`config.mk`:
```
export PLATFORM = sky130hd
export DESIGN_NAME = multi_sensor_feedback_supervisor_unit
export DESIGN_NICKNAME = d
export VERILOG_FILES = /design/src/rtl/msfs_pkg.sv /design/src/rtl/msfs_cfg.sv /design/src/rtl/msfs_div.sv /design/src/rtl/multi_sensor_feedback_supervisor_unit.sv
export SDC_FILE = /design/constraint.sdc
export NUM_CORES = 1
export LEC_CHECK = 0
export BUFFER_PORTS_ARGS = -buffer_cell sky130_fd_sc_hd__buf_4
export CORE_ASPECT_RATIO = 0.9
export CORE_MARGIN = 2
export CORE_UTILIZATION = 40
export CTS_CLUSTER_DIAMETER = 80
export CTS_CLUSTER_SIZE = 16
export DETAILED_ROUTE_END_ITERATION = 8
export PLACE_DENSITY_LB_ADDON = 0.3
export SYNTH_ARGS = -nofsm -noshare
export SYNTH_HDL_FRONTEND = slang
export SYNTH_SLANG_ARGS = --single-unit
```
`constraint.sdc`:
```
create_clock -name clk -period 13.6 [get_ports clk]
set_clock_uncertainty 0.2 [all_clocks]
set_input_delay 0.68 -clock clk [delete_from_list [all_inputs] [get_ports clk]]
set_output_delay 0.68 -clock clk [all_outputs]
set_load 0.02 [all_outputs]
```
`src/rtl/msfs_pkg.sv`:
```
package msfs_pkg;

  // Channels that the snapshot carries, and channels that the supervisor looks at.
  localparam int CH_FIELDS = 4;
  localparam int CHANNELS  = 4;
  localparam int NCH       = (CHANNELS < CH_FIELDS) ? CHANNELS : CH_FIELDS;
  localparam int CH_IDX_W  = 2;

  localparam int TEMP_W = 18;
  localparam int ERR_W  = 19;
  localparam int INT_W  = 14;
  localparam int CNT_W  = 3;
  localparam int TICK_W = 32;
  localparam int SEQ_W  = 32;
  localparam int MODE_W = 3;

  // Sum of up to four channels, and the divider that averages it.
  localparam int SUM_W  = TEMP_W + 2;
  localparam int DIV_W  = SUM_W;
  localparam int DVS_W  = CNT_W;
  localparam int REM_W  = DVS_W + 1;
  localparam int DCNT_W = $clog2(DIV_W + 1);

  localparam logic [CNT_W-1:0]  MIN_VALID  = CNT_W'(2);
  localparam logic [INT_W-1:0]  NOMINAL_MS = INT_W'(200);
  localparam logic [TICK_W-1:0] MAX_GAP_MS = TICK_W'(10000);

  localparam logic [MODE_W-1:0] MODE_AVG = 3'd0;
  localparam logic [MODE_W-1:0] MODE_MAX = 3'd1;
  localparam logic [MODE_W-1:0] MODE_MIN = 3'd2;
  localparam logic [MODE_W-1:0] MODE_CH1 = 3'd3;
  localparam logic [MODE_W-1:0] MODE_CH4 = 3'd6;
  localparam logic [MODE_W-1:0] MODE_UNUSED = 3'd7;

  localparam logic [1:0] RS_IDLE     = 2'd0;
  localparam logic [1:0] RS_CONTROL  = 2'd1;
  localparam logic [1:0] RS_OVERTEMP = 2'd2;

  typedef enum logic [1:0] {
    REG_SETPOINT  = 2'd0,
    REG_THRESHOLD = 2'd1,
    REG_MODE      = 2'd2,
    REG_ENABLE    = 2'd3
  } reg_idx_t;

  localparam logic signed [TEMP_W-1:0] SETPOINT_RST  = TEMP_W'(2500);
  localparam logic signed [TEMP_W-1:0] THRESHOLD_RST = TEMP_W'(4800);

  typedef struct packed {
    logic signed [TEMP_W-1:0] setpoint;
    logic signed [TEMP_W-1:0] threshold;
    logic [MODE_W-1:0]        mode;
    logic                     enable;
  } cfg_t;

  typedef struct packed {
    logic              start;
    logic [DIV_W-1:0]  dividend;
    logic [DVS_W-1:0]  divisor;
  } div_req_t;

  typedef struct packed {
    logic              busy;
    logic              done;
    logic [DIV_W-1:0]  quotient;
  } div_rsp_t;

endpackage

```
`src/rtl/msfs_cfg.sv`:
```
module msfs_cfg (
  input  logic                       clk,
  input  logic                       rst_n,
  input  logic                       wr_en,
  input  logic [1:0]                 wr_index,
  input  logic [msfs_pkg::TEMP_W-1:0] wr_data,
  output msfs_pkg::cfg_t             cfg
);

  msfs_pkg::cfg_t cfg_r;
  msfs_pkg::cfg_t cfg_nxt;

  always_comb begin
    cfg_nxt = cfg_r;
    if (wr_en) begin
      unique case (msfs_pkg::reg_idx_t'(wr_index))
        msfs_pkg::REG_SETPOINT:  cfg_nxt.setpoint  = wr_data;
        msfs_pkg::REG_THRESHOLD: cfg_nxt.threshold = wr_data;
        msfs_pkg::REG_MODE:      cfg_nxt.mode      = wr_data[msfs_pkg::MODE_W-1:0];
        msfs_pkg::REG_ENABLE:    cfg_nxt.enable    = wr_data[0];
        default:                 cfg_nxt = cfg_r;
      endcase
    end
  end

  always_ff @(posedge clk) begin
    if (!rst_n) begin
      cfg_r.setpoint  <= msfs_pkg::SETPOINT_RST;
      cfg_r.threshold <= msfs_pkg::THRESHOLD_RST;
      cfg_r.mode      <= msfs_pkg::MODE_AVG;
      cfg_r.enable    <= 1'b1;
    end else begin
      cfg_r <= cfg_nxt;
    end
  end

  assign cfg = cfg_r;

endmodule

```
`src/rtl/msfs_div.sv`:
```
module msfs_div (
  input  logic               clk,
  input  logic               rst_n,
  input  msfs_pkg::div_req_t req,
  output msfs_pkg::div_rsp_t rsp
);

  logic                          busy_r, busy_nxt;
  logic                          done_r, done_nxt;
  logic [msfs_pkg::DCNT_W-1:0]   cnt_r, cnt_nxt;
  logic [msfs_pkg::REM_W-1:0]    rem_r, rem_nxt;
  logic [msfs_pkg::DIV_W-1:0]    quo_r, quo_nxt;
  logic [msfs_pkg::DVS_W-1:0]    dvs_r, dvs_nxt;
  logic [msfs_pkg::REM_W-1:0]    rem_sh;
  logic                          fits;

  // Restoring division, one quotient bit per cycle. The dividend shifts out of
  // the top of quo_r while quotient bits shift in at the bottom.
  always_comb begin
    busy_nxt = busy_r;
    done_nxt = 1'b0;
    cnt_nxt  = cnt_r;
    rem_nxt  = rem_r;
    quo_nxt  = quo_r;
    dvs_nxt  = dvs_r;
    rem_sh   = {rem_r[msfs_pkg::REM_W-2:0], quo_r[msfs_pkg::DIV_W-1]};
    fits     = (rem_sh >= {1'b0, dvs_r});
    if (req.start) begin
      busy_nxt = 1'b1;
      cnt_nxt  = msfs_pkg::DCNT_W'(msfs_pkg::DIV_W);
      rem_nxt  = '0;
      quo_nxt  = req.dividend;
      dvs_nxt  = req.divisor;
    end else if (busy_r) begin
      rem_nxt = fits ? (rem_sh - {1'b0, dvs_r}) : rem_sh;
      quo_nxt = {quo_r[msfs_pkg::DIV_W-2:0], fits};
      cnt_nxt = cnt_r - 1'b1;
      if (cnt_r == msfs_pkg::DCNT_W'(1)) begin
        busy_nxt = 1'b0;
        done_nxt = 1'b1;
      end
    end
  end

  always_ff @(posedge clk) begin
    if (!rst_n) begin
      busy_r <= 1'b0;
      done_r <= 1'b0;
      cnt_r  <= '0;
    end else begin
      busy_r <= busy_nxt;
      done_r <= done_nxt;
      cnt_r  <= cnt_nxt;
    end
    rem_r <= rem_nxt;
    quo_r <= quo_nxt;
    dvs_r <= dvs_nxt;
  end

  assign rsp.busy     = busy_r;
  assign rsp.done     = done_r;
  assign rsp.quotient = quo_r;

endmodule

```
`src/rtl/multi_sensor_feedback_supervisor_unit.sv`:
```
// Flow: an accepted snapshot is scanned channel by channel in S_SCAN; in average mode with
// enough valid channels it then passes S_DIVST and waits in S_DIV for the divider, then S_DONE.
// Throughput: one snapshot at a time; the next one is accepted only once S_DONE has handed
// its result to the output register, later while the previous result still waits there.
// Reset (rst_n low, synchronous) restores the registers to their defaults and clears the
// sequence and tick history and the over-temperature latch.
module multi_sensor_feedback_supervisor_unit (
  input  logic                               clk,
  input  logic                               rst_n,

  input  logic                               in_valid,
  output logic                               in_ready,
  input  logic signed [msfs_pkg::TEMP_W-1:0] in_temp_ch1,
  input  logic signed [msfs_pkg::TEMP_W-1:0] in_temp_ch2,
  input  logic signed [msfs_pkg::TEMP_W-1:0] in_temp_ch3,
  input  logic signed [msfs_pkg::TEMP_W-1:0] in_temp_ch4,
  input  logic [msfs_pkg::CH_FIELDS-1:0]     in_valid_mask,
  input  logic [msfs_pkg::TICK_W-1:0]        in_tick_ms,
  input  logic [msfs_pkg::SEQ_W-1:0]         in_sequence_req,

  output logic                               out_valid,
  input  logic                               out_ready,
  output logic                               out_run,
  output logic                               out_pid_clear,
  output logic                               out_feedback_ok,
  output logic signed [msfs_pkg::TEMP_W-1:0] out_feedback_temp,
  output logic signed [msfs_pkg::ERR_W-1:0]  out_control_error,
  output logic [msfs_pkg::INT_W-1:0]         out_interval_ms,
  output logic [msfs_pkg::CNT_W-1:0]         out_chan_count,
  output logic [1:0]                         out_run_state,

  input  logic                               cfg_valid,
  output logic                               cfg_ready,
  input  logic [1:0]                         cfg_index,
  input  logic [msfs_pkg::TEMP_W-1:0]        cfg_data
);

  typedef enum logic [2:0] {
    S_IDLE,
    S_SCAN,
    S_DIVST,
    S_DIV,
    S_DONE
  } state_t;

  msfs_pkg::cfg_t     cfg;
  msfs_pkg::div_req_t div_req;
  msfs_pkg::div_rsp_t div_rsp;

  state_t state_r, state_nxt;

  logic signed [msfs_pkg::TEMP_W-1:0] temp_r   [msfs_pkg::CH_FIELDS];
  logic signed [msfs_pkg::TEMP_W-1:0] temp_nxt [msfs_pkg::CH_FIELDS];
  logic [msfs_pkg::CH_FIELDS-1:0]     mask_r, mask_nxt;
  logic [msfs_pkg::TICK_W-1:0]        tick_r, tick_nxt;
  logic [msfs_pkg::SEQ_W-1:0]         last_round_r, last_round_nxt;
  logic [msfs_pkg::TICK_W-1:0]        last_tick_r, last_tick_nxt;
  logic                               ot_latch_r, ot_latch_nxt;
  logic [msfs_pkg::CH_IDX_W-1:0]      idx_r, idx_nxt;
  logic [msfs_pkg::CNT_W-1:0]         cnt_r, cnt_nxt;
  logic signed [msfs_pkg::SUM_W-1:0]  sum_r, sum_nxt;
  logic signed [msfs_pkg::TEMP_W-1:0] ext_r, ext_nxt;
  logic                               fix_ok_r, fix_ok_nxt;

  logic                               out_valid_r, out_valid_nxt;
  logic                               out_run_r, out_run_nxt;
  logic                               out_rst_r, out_rst_nxt;
  logic                               out_ok_r, out_ok_nxt;
  logic signed [msfs_pkg::TEMP_W-1:0] out_fb_r, out_fb_nxt;
  logic signed [msfs_pkg::ERR_W-1:0]  out_err_r, out_err_nxt;
  logic [msfs_pkg::INT_W-1:0]         out_int_r, out_int_nxt;
  logic [msfs_pkg::CNT_W-1:0]         out_cnt_r, out_cnt_nxt;
  logic [1:0]                         out_rs_r, out_rs_nxt;

  logic                               mode_avg, mode_fixed;
  logic [msfs_pkg::CH_IDX_W-1:0]      fix_ch;

  assign cfg_ready = 1'b1;

  msfs_cfg u_cfg (
    .clk      (clk),
    .rst_n    (rst_n),
    .wr_en    (cfg_valid),
    .wr_index (cfg_index),
    .wr_data  (cfg_data),
    .cfg      (cfg)
  );

  msfs_div u_div (
    .clk (clk),
    .rst_n (rst_n),
    .req (div_req),
    .rsp (div_rsp)
  );

  assign mode_avg   = (cfg.mode == msfs_pkg::MODE_AVG) || (cfg.mode == msfs_pkg::MODE_UNUSED);
  assign mode_fixed = (cfg.mode >= msfs_pkg::MODE_CH1) && (cfg.mode <= msfs_pkg::MODE_CH4);
  assign fix_ch     = msfs_pkg::CH_IDX_W'(cfg.mode - msfs_pkg::MODE_CH1);

  assign in_ready = (state_r == S_IDLE);

  // The divider works on the magnitude of the sum, so the quotient truncates
  // toward zero once the sign is put back.
  assign div_req.start    = (state_r == S_DIVST);
  assign div_req.dividend = sum_r[msfs_pkg::SUM_W-1] ? msfs_pkg::DIV_W'(-sum_r)
                                                     : msfs_pkg::DIV_W'(sum_r);
  assign div_req.divisor  = cnt_r;

  always_comb begin
    logic signed [msfs_pkg::TEMP_W-1:0] t_cur;
    logic                               v_cur;
    logic                               ok;
    logic                               stop;
    logic signed [msfs_pkg::TEMP_W-1:0] fb;
    logic signed [msfs_pkg::TEMP_W-1:0] avg;
    logic [msfs_pkg::TICK_W-1:0]        gap;

    state_nxt      = state_r;
    temp_nxt       = temp_r;
    mask_nxt       = mask_r;
    tick_nxt       = tick_r;
    last_round_nxt = last_round_r;
    last_tick_nxt  = last_tick_r;
    ot_latch_nxt   = ot_latch_r;
    idx_nxt        = idx_r;
    cnt_nxt        = cnt_r;
    sum_nxt        = sum_r;
    ext_nxt        = ext_r;
    fix_ok_nxt     = fix_ok_r;
    out_valid_nxt  = out_valid_r;
    out_run_nxt    = out_run_r;
    out_rst_nxt    = out_rst_r;
    out_ok_nxt     = out_ok_r;
    out_fb_nxt     = out_fb_r;
    out_err_nxt    = out_err_r;
    out_int_nxt    = out_int_r;
    out_cnt_nxt    = out_cnt_r;
    out_rs_nxt     = out_rs_r;

    t_cur = temp_r[idx_r];
    v_cur = mask_r[idx_r];
    avg   = div_rsp.quotient[msfs_pkg::TEMP_W-1:0];
    if (sum_r[msfs_pkg::SUM_W-1]) begin
      avg = -avg;
    end
    ok   = (cnt_r >= msfs_pkg::MIN_VALID) && (!mode_fixed || fix_ok_r);
    fb   = '0;
    if (ok) begin
      fb = mode_avg ? avg : ext_r;
    end
    stop = !cfg.enable || !ok || ot_latch_r;
    gap  = tick_r - last_tick_r;

    if (out_valid_r && out_ready) begin
      out_valid_nxt = 1'b0;
    end

    unique case (state_r)
      S_IDLE: begin
        // Snapshots with sequence zero or a repeated sequence are dropped here.
        if (in_valid && (in_sequence_req != '0) && (in_sequence_req != last_round_r)) begin
          temp_nxt[0]    = in_temp_ch1;
          temp_nxt[1]    = in_temp_ch2;
          temp_nxt[2]    = in_temp_ch3;
          temp_nxt[3]    = in_temp_ch4;
          mask_nxt       = in_valid_mask;
          tick_nxt       = in_tick_ms;
          last_round_nxt = in_sequence_req;
          idx_nxt        = '0;
          cnt_nxt        = '0;
          sum_nxt        = '0;
          ext_nxt        = '0;
          fix_ok_nxt     = 1'b0;
          state_nxt      = S_SCAN;
        end
      end
      S_SCAN: begin
        if (v_cur) begin
          cnt_nxt = cnt_r + 1'b1;
          sum_nxt = sum_r + msfs_pkg::SUM_W'(t_cur);
          if (t_cur >= cfg.threshold) begin
            ot_latch_nxt = 1'b1;
          end
          if ((cfg.mode == msfs_pkg::MODE_MAX) &&
              ((cnt_r == '0) || (t_cur > ext_r))) begin
            ext_nxt = t_cur;
          end
          if ((cfg.mode == msfs_pkg::MODE_MIN) &&
              ((cnt_r == '0) || (t_cur < ext_r))) begin
            ext_nxt = t_cur;
          end
        end
        if (mode_fixed && (idx_r == fix_ch)) begin
          ext_nxt    = t_cur;
          fix_ok_nxt = v_cur;
        end
        idx_nxt = idx_r + 1'b1;
        if (idx_r == msfs_pkg::CH_IDX_W'(msfs_pkg::NCH - 1)) begin
          if (mode_avg && (cnt_nxt >= msfs_pkg::MIN_VALID)) begin
            state_nxt = S_DIVST;
          end else begin
            state_nxt = S_DONE;
          end
        end
      end
      S_DIVST: begin
        state_nxt = S_DIV;
      end
      S_DIV: begin
        if (div_rsp.done) begin
          state_nxt = S_DONE;
        end
      end
      S_DONE: begin
        if (!out_valid_r || out_ready) begin
          out_valid_nxt = 1'b1;
          out_ok_nxt    = ok;
          out_fb_nxt    = fb;
          out_err_nxt   = ok ? (msfs_pkg::ERR_W'(cfg.setpoint) - msfs_pkg::ERR_W'(fb)) : '0;
          out_cnt_nxt   = cnt_r;
          if (stop) begin
            out_run_nxt = 1'b0;
            out_rst_nxt = 1'b1;
            out_int_nxt = '0;
          end else if (last_tick_r == '0) begin
            out_run_nxt = 1'b1;
            out_rst_nxt = 1'b0;
            out_int_nxt = msfs_pkg::NOMINAL_MS;
          end else if ((gap == '0) || (gap > msfs_pkg::MAX_GAP_MS)) begin
            out_run_nxt = 1'b1;
            out_rst_nxt = 1'b1;
            out_int_nxt = msfs_pkg::NOMINAL_MS;
          end else begin
            out_run_nxt = 1'b1;
            out_rst_nxt = 1'b0;
            out_int_nxt = gap[msfs_pkg::INT_W-1:0];
          end
          if (ot_latch_r) begin
            out_rs_nxt = msfs_pkg::RS_OVERTEMP;
          end else if (cfg.enable && ok) begin
            out_rs_nxt = msfs_pkg::RS_CONTROL;
          end else begin
            out_rs_nxt = msfs_pkg::RS_IDLE;
          end
          last_tick_nxt = tick_r;
          state_nxt     = S_IDLE;
        end
      end
      default: state_nxt = S_IDLE;
    endcase
  end

  always_ff @(posedge clk) begin
    if (!rst_n) begin
      state_r      <= S_IDLE;
      last_round_r <= '0;
      last_tick_r  <= '0;
      ot_latch_r   <= 1'b0;
      out_valid_r  <= 1'b0;
    end else begin
      state_r      <= state_nxt;
      last_round_r <= last_round_nxt;
      last_tick_r  <= last_tick_nxt;
      ot_latch_r   <= ot_latch_nxt;
      out_valid_r  <= out_valid_nxt;
    end
    temp_r    <= temp_nxt;
    mask_r    <= mask_nxt;
    tick_r    <= tick_nxt;
    idx_r     <= idx_nxt;
    cnt_r     <= cnt_nxt;
    sum_r     <= sum_nxt;
    ext_r     <= ext_nxt;
    fix_ok_r  <= fix_ok_nxt;
    out_run_r <= out_run_nxt;
    out_rst_r <= out_rst_nxt;
    out_ok_r  <= out_ok_nxt;
    out_fb_r  <= out_fb_nxt;
    out_err_r <= out_err_nxt;
    out_int_r <= out_int_nxt;
    out_cnt_r <= out_cnt_nxt;
    out_rs_r  <= out_rs_nxt;
  end

  assign out_valid         = out_valid_r;
  assign out_run           = out_run_r;
  assign out_pid_clear     = out_rst_r;
  assign out_feedback_ok   = out_ok_r;
  assign out_feedback_temp = out_fb_r;
  assign out_control_error = out_err_r;
  assign out_interval_ms   = out_int_r;
  assign out_chan_count    = out_cnt_r;
  assign out_run_state     = out_rs_r;

  // The over-temperature latch clears only through reset.
  a_latch_holds: assert property (@(posedge clk) disable iff (!rst_n)
    $past(rst_n) |-> !$fell(ot_latch_r))
    else $error("over-temperature latch cleared without reset");

  // The latch may already be set by the next snapshot while a run result waits.
  a_run_needs_ok: assert property (@(posedge clk) disable iff (!rst_n)
    out_valid && out_run |-> out_feedback_ok && out_interval_ms != '0 &&
      out_interval_ms <= msfs_pkg::INT_W'(10000))
    else $error("run result without valid feedback or with a bad interval");

  a_not_ok_zero: assert property (@(posedge clk) disable iff (!rst_n)
    out_valid && !out_feedback_ok |-> out_feedback_temp == '0 && out_control_error == '0 &&
      out_run == 1'b0)
    else $error("feedback values reported although feedback is not ok");

  a_div_done_in_wait: assert property (@(posedge clk) disable iff (!rst_n)
    div_rsp.busy || div_rsp.done |-> state_r == S_DIV)
    else $error("divider active outside the wait state");

  a_latch_state: assert property (@(posedge clk) disable iff (!rst_n)
    out_valid && out_run_state == msfs_pkg::RS_OVERTEMP |-> ot_latch_r)
    else $error("over-temperature state reported without the latch");

endmodule
```
=== Word-level counts from Yosys, hierarchy flattened ===
Cells that the tools add are included.
W data, S select, Z words.

* Bits of input ports: 165
* Register bits: 353

* Multiplexer cells: 51
* Magnitude comparators: 11
* Equality and inequality tests: 22
* Reductions and logical operators: 46
* Add/sub/neg operators: 10
* Bitwise gates (word level): 3

{| class="wikitable"
|+ Operator list
! kind !! number
|-
| $mux W18 || 10
|-
| $mux W20 || 5
|-
| $logic_not A32 Y1 || 2
|-
| $pmux W20 S2 || 1
|-
| $bmux W18 S2 || 1
|-
| $pmux W18 S2 || 1
|-
| $gt A32 B14 Y1 const B || 1
|-
| $ne A32 B32 Y1 || 1
|-
| $reduce_bool A32 Y1 || 1
|-
| $sub A32 B32 Y32 || 1
|-
| $mux W3 || 9
|-
| $add A20 B18 Y20 || 1
|-
| $neg A20 Y20 || 1
|-
| $sub A18 B18 Y19 || 1
|-
| $ge A18 B18 Y1 || 1
|-
| $gt A18 B18 Y1 || 1
|-
| $lt A18 B18 Y1 || 1
|-
| $neg A18 Y18 || 1
|-
| $mux W8 || 2
|-
| $pmux W3 S5 || 1
|-
| $mux W1 || 14
|-
| $reduce_and A2 Y1 || 7
|-
| $logic_and A1 B1 Y1 || 10
|-
| $mux W5 || 2
|-
| 37 further kinds || 67
|}

=== Depth between registers and ports, before layout ===
* Depth in word-level cells: 12
* Gate-level depth with buffers: 19
* Gate-level depth less buffers: 18

=== Hierarchy ===
From an unflattened synthesis, not the netlist that was laid out.

* Cells, all modules: 1847
* Area total of the unflattened synthesis: 19526.2 um^2

{| class="wikitable"
|+ Modules (own cells, without submodules)
! module !! cells an instance !! area each (um^2) !! times used
|-
| multi_sensor_feedback_supervisor_unit || 1576 || 16410.7 || 1
|-
| msfs_cfg || 161 || 1611.5 || 1
|-
| msfs_div || 110 || 1503.9 || 1
|}

=== Worst setup path after synthesis ===
OpenSTA, ideal clock, no wires.

* Path kind: input port to flip-flop
* From: input port in_sequence_req[27] (netlist name)
* To: register ext_r[0] (netlist name), enable pin
* Cell stages on the path: 9
* Buffers on the path: 2
* Slack: 7197 ps
* Arrival time: 5828 ps
* Path through: xnor2_1 > nand4_1 > nor4_1 > a21oi_1 > and2_1 > clkbuf_1 > buf_1 > o21ai_0 > nand2_1

* Longest elaborated chain between the ends: 5
* Elaborated cells between the ends (all ways): 6
* Classes of those cells: eq/ne (2); reduce/logical (4)

{| class="wikitable"
|+ Ends and longest elaborated chain
! item !! line !! RTL
|-
| start, declared || multi_sensor_feedback_supervisor_unit.sv:19 || <nowiki>input logic [msfs_pkg::SEQ_W-1:0] in_sequence_req,</nowiki>
|-
| $reduce_bool A32 Y1 || multi_sensor_feedback_supervisor_unit.sv:161 || <nowiki>if (in_valid && (in_sequence_req != '0) && (in_sequence_req != last_round_r)) begin</nowiki>
|-
| $logic_and A1 B1 Y1 || multi_sensor_feedback_supervisor_unit.sv:161 ||
|-
| $logic_and A1 B1 Y1 * || multi_sensor_feedback_supervisor_unit.sv:161 ||
|-
| $ne A2 B1 Y1 (no source line) * || - ||
|-
| $reduce_and A4 Y1 (no source line) * || - ||
|-
| end signal, assigned || multi_sensor_feedback_supervisor_unit.sv:273 || <nowiki>ext_r <= ext_nxt;</nowiki>
|-
| end, declared || multi_sensor_feedback_supervisor_unit.sv:62 || <nowiki>logic signed [msfs_pkg::TEMP_W-1:0] ext_r, ext_nxt;</nowiki>
|}

Mark *: on every way between the ends. The rest lies on a longest branch, timed or not.
A chain may end at the register's enable or synchronous reset.

=== Final worst setup path ===
* From: register u_cfg.cfg_r, in the netlist u_cfg.cfg[1]
* To: register out_err_r, in the netlist out_control_error[17], data pin

* Longest elaborated chain between the ends: 7
* Elaborated cells between the ends (all ways): 12
* Classes of those cells: add/sub (1); order compare (2); eq/ne (1); mux (2); reduce/logical (6)

{| class="wikitable"
|+ Ends and longest elaborated chain
! item !! line !! RTL
|-
| start, declared || msfs_cfg.sv:10 || <nowiki>msfs_pkg::cfg_t cfg_r;</nowiki>
|-
| start signal, assigned || msfs_cfg.sv:33 || <nowiki>cfg_r <= cfg_nxt;</nowiki>
|-
| $ge A3 B2 Y1 or $le A3 B3 Y1 (tied branches) || multi_sensor_feedback_supervisor_unit.sv:97 || <nowiki>assign mode_fixed = (cfg.mode >= msfs_pkg::MODE_CH1) && (cfg.mode <= msfs_pkg::MODE_CH4);</nowiki>
|-
| $logic_and A1 B1 Y1 || multi_sensor_feedback_supervisor_unit.sv:97 ||
|-
| $logic_not A1 Y1 || multi_sensor_feedback_supervisor_unit.sv:146 || <nowiki>ok = (cnt_r >= msfs_pkg::MIN_VALID) && (!mode_fixed || fix_ok_r);</nowiki>
|-
| $logic_or A1 B1 Y1 || multi_sensor_feedback_supervisor_unit.sv:146 ||
|-
| $logic_and A1 B1 Y1 || multi_sensor_feedback_supervisor_unit.sv:146 ||
|-
| $mux W18 || multi_sensor_feedback_supervisor_unit.sv:148 || <nowiki>if (ok) begin</nowiki>
|-
| $sub A18 B18 Y19 || multi_sensor_feedback_supervisor_unit.sv:219 || <nowiki>out_err_nxt = ok ? (msfs_pkg::ERR_W'(cfg.setpoint) - msfs_pkg::ERR_W'(fb)) : '0;</nowiki>
|-
| end signal, assigned || multi_sensor_feedback_supervisor_unit.sv:279 || <nowiki>out_err_r <= out_err_nxt;</nowiki>
|-
| end, declared || multi_sensor_feedback_supervisor_unit.sv:70 || <nowiki>logic signed [msfs_pkg::ERR_W-1:0] out_err_r, out_err_nxt;</nowiki>
|}

Parallel ways exist; a longest one is shown, timed or not.

==> metrics <==
status=finished, final reports clean; CTS tree=yes; CTS root buffer=clkbuf_16; CP arrival=5.25 ns; pwr dens=149 nW/um^2; first-pass GRT wire length=73800 microns; crit end category=register; fin util=46.7%; top-count cell post-synth=edfxtp_1; Cells after Synth=1840; RSZ-0062 raised after global routing=false; CTS max path bufs=3; fmax=196 MHz; H-tree Lvls=1; vias in the first global route=13500; Row Count=76; Total GRT Usage=18.4%; actual slew at the worst max-slew pin=1.16 ns; DRT Wirelength=46500 microns; Crit Path Class=register to register; Hold WC Path Type=input pin to register; largest area contributor in the netlist=edfxtp_1; Slew Viols, Final=0; GP Congestion=0.888; final setup violation count=0; Final period util=37.6%; dpl hpwl=35100 microns; Slew HR=22.5%; Port-buffer cells=225; Post-CTS Hold Fix Bufs=0; Setup TNS=0 ns; grt ovf=0; worst skew pair latency=0.58 ns; Vias/cell=5.28; Post-synth EDFFs=234; required time of the critical path=13.73 ns; # diodes=0; synthesized cell area=19300 sq um; Post-synth top cells=edfxtp_1, nand2_1, inv_1; Nets=2321; Max IR drop VDD=0.0988 mV; Die Y=212 microns; Fillers=4485; CTS buffer count=26; initial antenna violation count=0; DRC errors left=0; initial drt markers=907; Synthesis Warnings=0; I/O pin cnt=227; Yosys reg bits=353; ANT nets after route=0; Avg Inst Size Synth=10.5 sq um; CTS resizes=0; share of Yosys cell area claimed by the top area cell type=36.5%; Unique masters post-synth=82; post-DR wirelength/cell=17.4 microns; P&R area growth vs syn=15.8%; via count=14100; core footprint=47700 sq um; sequential-to-total area share from yosys stat=48.8%; Critical Path Start Type=register; Leak=8.64 nW; # Post-CTS Setup Buffers=0; clock-pin transition on the worst setup and hold timing paths=0.08 ns; R2R setup slack=8.49 ns; Final min period=5.11 ns; Max Cap Viol=0; pin count of the biggest net entering global routing=81; Synth Flop Type=edfxtp_1; CTS sink cnt=353; drt first pass iters=5; Area contributors post-synth=edfxtp_1, dfxtp_1, ha_1; Final Hold Viols=0; crit path max fanout=20; share of cells above drive strength 1=16.1%; initial core utilization=40.4%; Post-Syn Nets=2128; async set-reset flop share out of synthesis=0%; DIE WIDTH=235 microns; die area=49900 sq um
==> stage by stage <==
stage	total power [mW]	worst slack, ns	hold WS, ns	instance area [sq um]	std cells
2_1_floorplan	2.26	7.20	0.222	19300	1840
3_3_place_gp	2.55	8.68	0.253	21500	2629
3_5_place_dp	2.59	8.56	0.263	21500	2629
4_1_cts	3.34	8.51	0.0431	22300	2676
5_1_grt	3.54	8.02	0.0447	22300	2676
6_report	3.32	8.49	0.0768	22300	2676
==> critical path, cell delays in order, from the launching register on <==
cell and delay, ns:
dfxtp_1 0.46, inv_1 0.12, ha_1 0.25, o21ai_0 0.29, o32ai_2 0.16, buf_4 0.23
inv_1 0.49, nand2b_1 0.19, ha_1 0.31, nor2b_1 0.11, o21ai_0 0.14, a21o_1 0.23
a31oi_1 0.25, a41oi_1 0.28, a2111oi_0 0.57, nor2_1 0.11, a211o_1 0.28, xor2_1 0.14
nor2_1 0.05
==> power by group <==
| part | switching, mW | internal (mW) | total (mW) |
|---|---|---|---|
| Sequential | 0.0838 | 1.30 | 1.39 |
| Clock | 0.381 | 0.367 | 0.747 |
| Combinational | 0.695 | 0.493 | 1.19 |
| Total | 1.16 | 2.16 | 3.32 |
==> cells in the final DEF (no fill, tap or decap), types with 32 or more instances in the layout <==
| cell type | netlist | layout |
|---|---|---|
| a21boi_0 | 65 | 65 |
| nor2_1 | 103 | 103 |
| buf_4 | 1 | 237 |
| inv_1 | 134 | 133 |
| edfxtp_1 | 234 | 234 |
| a21o_1 | 41 | 41 |
| nor2b_1 | 51 | 51 |
| a21oi_1 | 79 | 79 |
| ha_1 | 119 | 119 |
| nand2b_1 | 32 | 32 |
| xor2_1 | 53 | 53 |
| nand2_1 | 212 | 212 |
| dfxtp_1 | 119 | 119 |
| mux2i_1 | 44 | 44 |
| xnor2_1 | 59 | 59 |
| o21ai_0 | 59 | 59 |
==> cell type report <==
| type | count | area [sq um] | share of cell area, % |
|---|---|---|---|
| Sequential cell | 353 | 9410 | 42.2 |
| Multi-Input combinational cell | 1281 | 9070 | 40.7 |
| Timing Repair Buffer | 237 | 1780 | 7.98 |
| Tap cell | 624 | 781 | 3.50 |
| Clock buffer | 44 | 728 | 3.26 |
| Inverter | 134 | 504 | 2.26 |
| Clock inverter | 3 | 31.3 | 0.140 |
==> flip-flops by register name (all words and copies together) (netlist names), 4 cells and up <==
register	cells
temp_r	72
u_cfg.cfg	40
last_round_r	32
last_tick_r	32
tick_r	32
sum_r	20
u_div.quo_r	20
out_control_error	19
ext_r	18
out_feedback_temp	18
out_interval_ms	14
u_div.cnt_r	5
mask_r	4
==> cell families after synthesis <==
group / after synthesis / synth area share [%]
muxes: 66 / 4.68
and+or+nand+nor: 616 / 16.3
other: 1 / 0.0195
adders and majority gates: 123 / 8.14
DFF: 353 / 48.8
buffers and inverters: 206 / 4.18
AOI/OAI and AO/OA: 363 / 12.8
xor gates and xnor gates: 112 / 5.09
==> worst paths after layout <==
check,from,to,cells after the start
setup / recovery,u_cfg.cfg[1],out_control_error[17],18
hold / removal,in_temp_ch2[4],temp_r[40],1
setup reg to reg,u_cfg.cfg[1],out_control_error[17],18
hold reg to reg,u_cfg.cfg[20],u_cfg.cfg[20],2
==> metal layers <==
metal / vias to the layer above / global-route usage, % / part of all wire (%)
li1: 6996 / - / -
met1: 6685 / 27.2 / 49
met2: 398 / 28.3 / 43
met3: 53 / 3.04 / 5.7
met4: 0 / 3.76 / 1.8
met5: - / 0 / 0
Note: power is estimated with default switching activity, not from simulation.
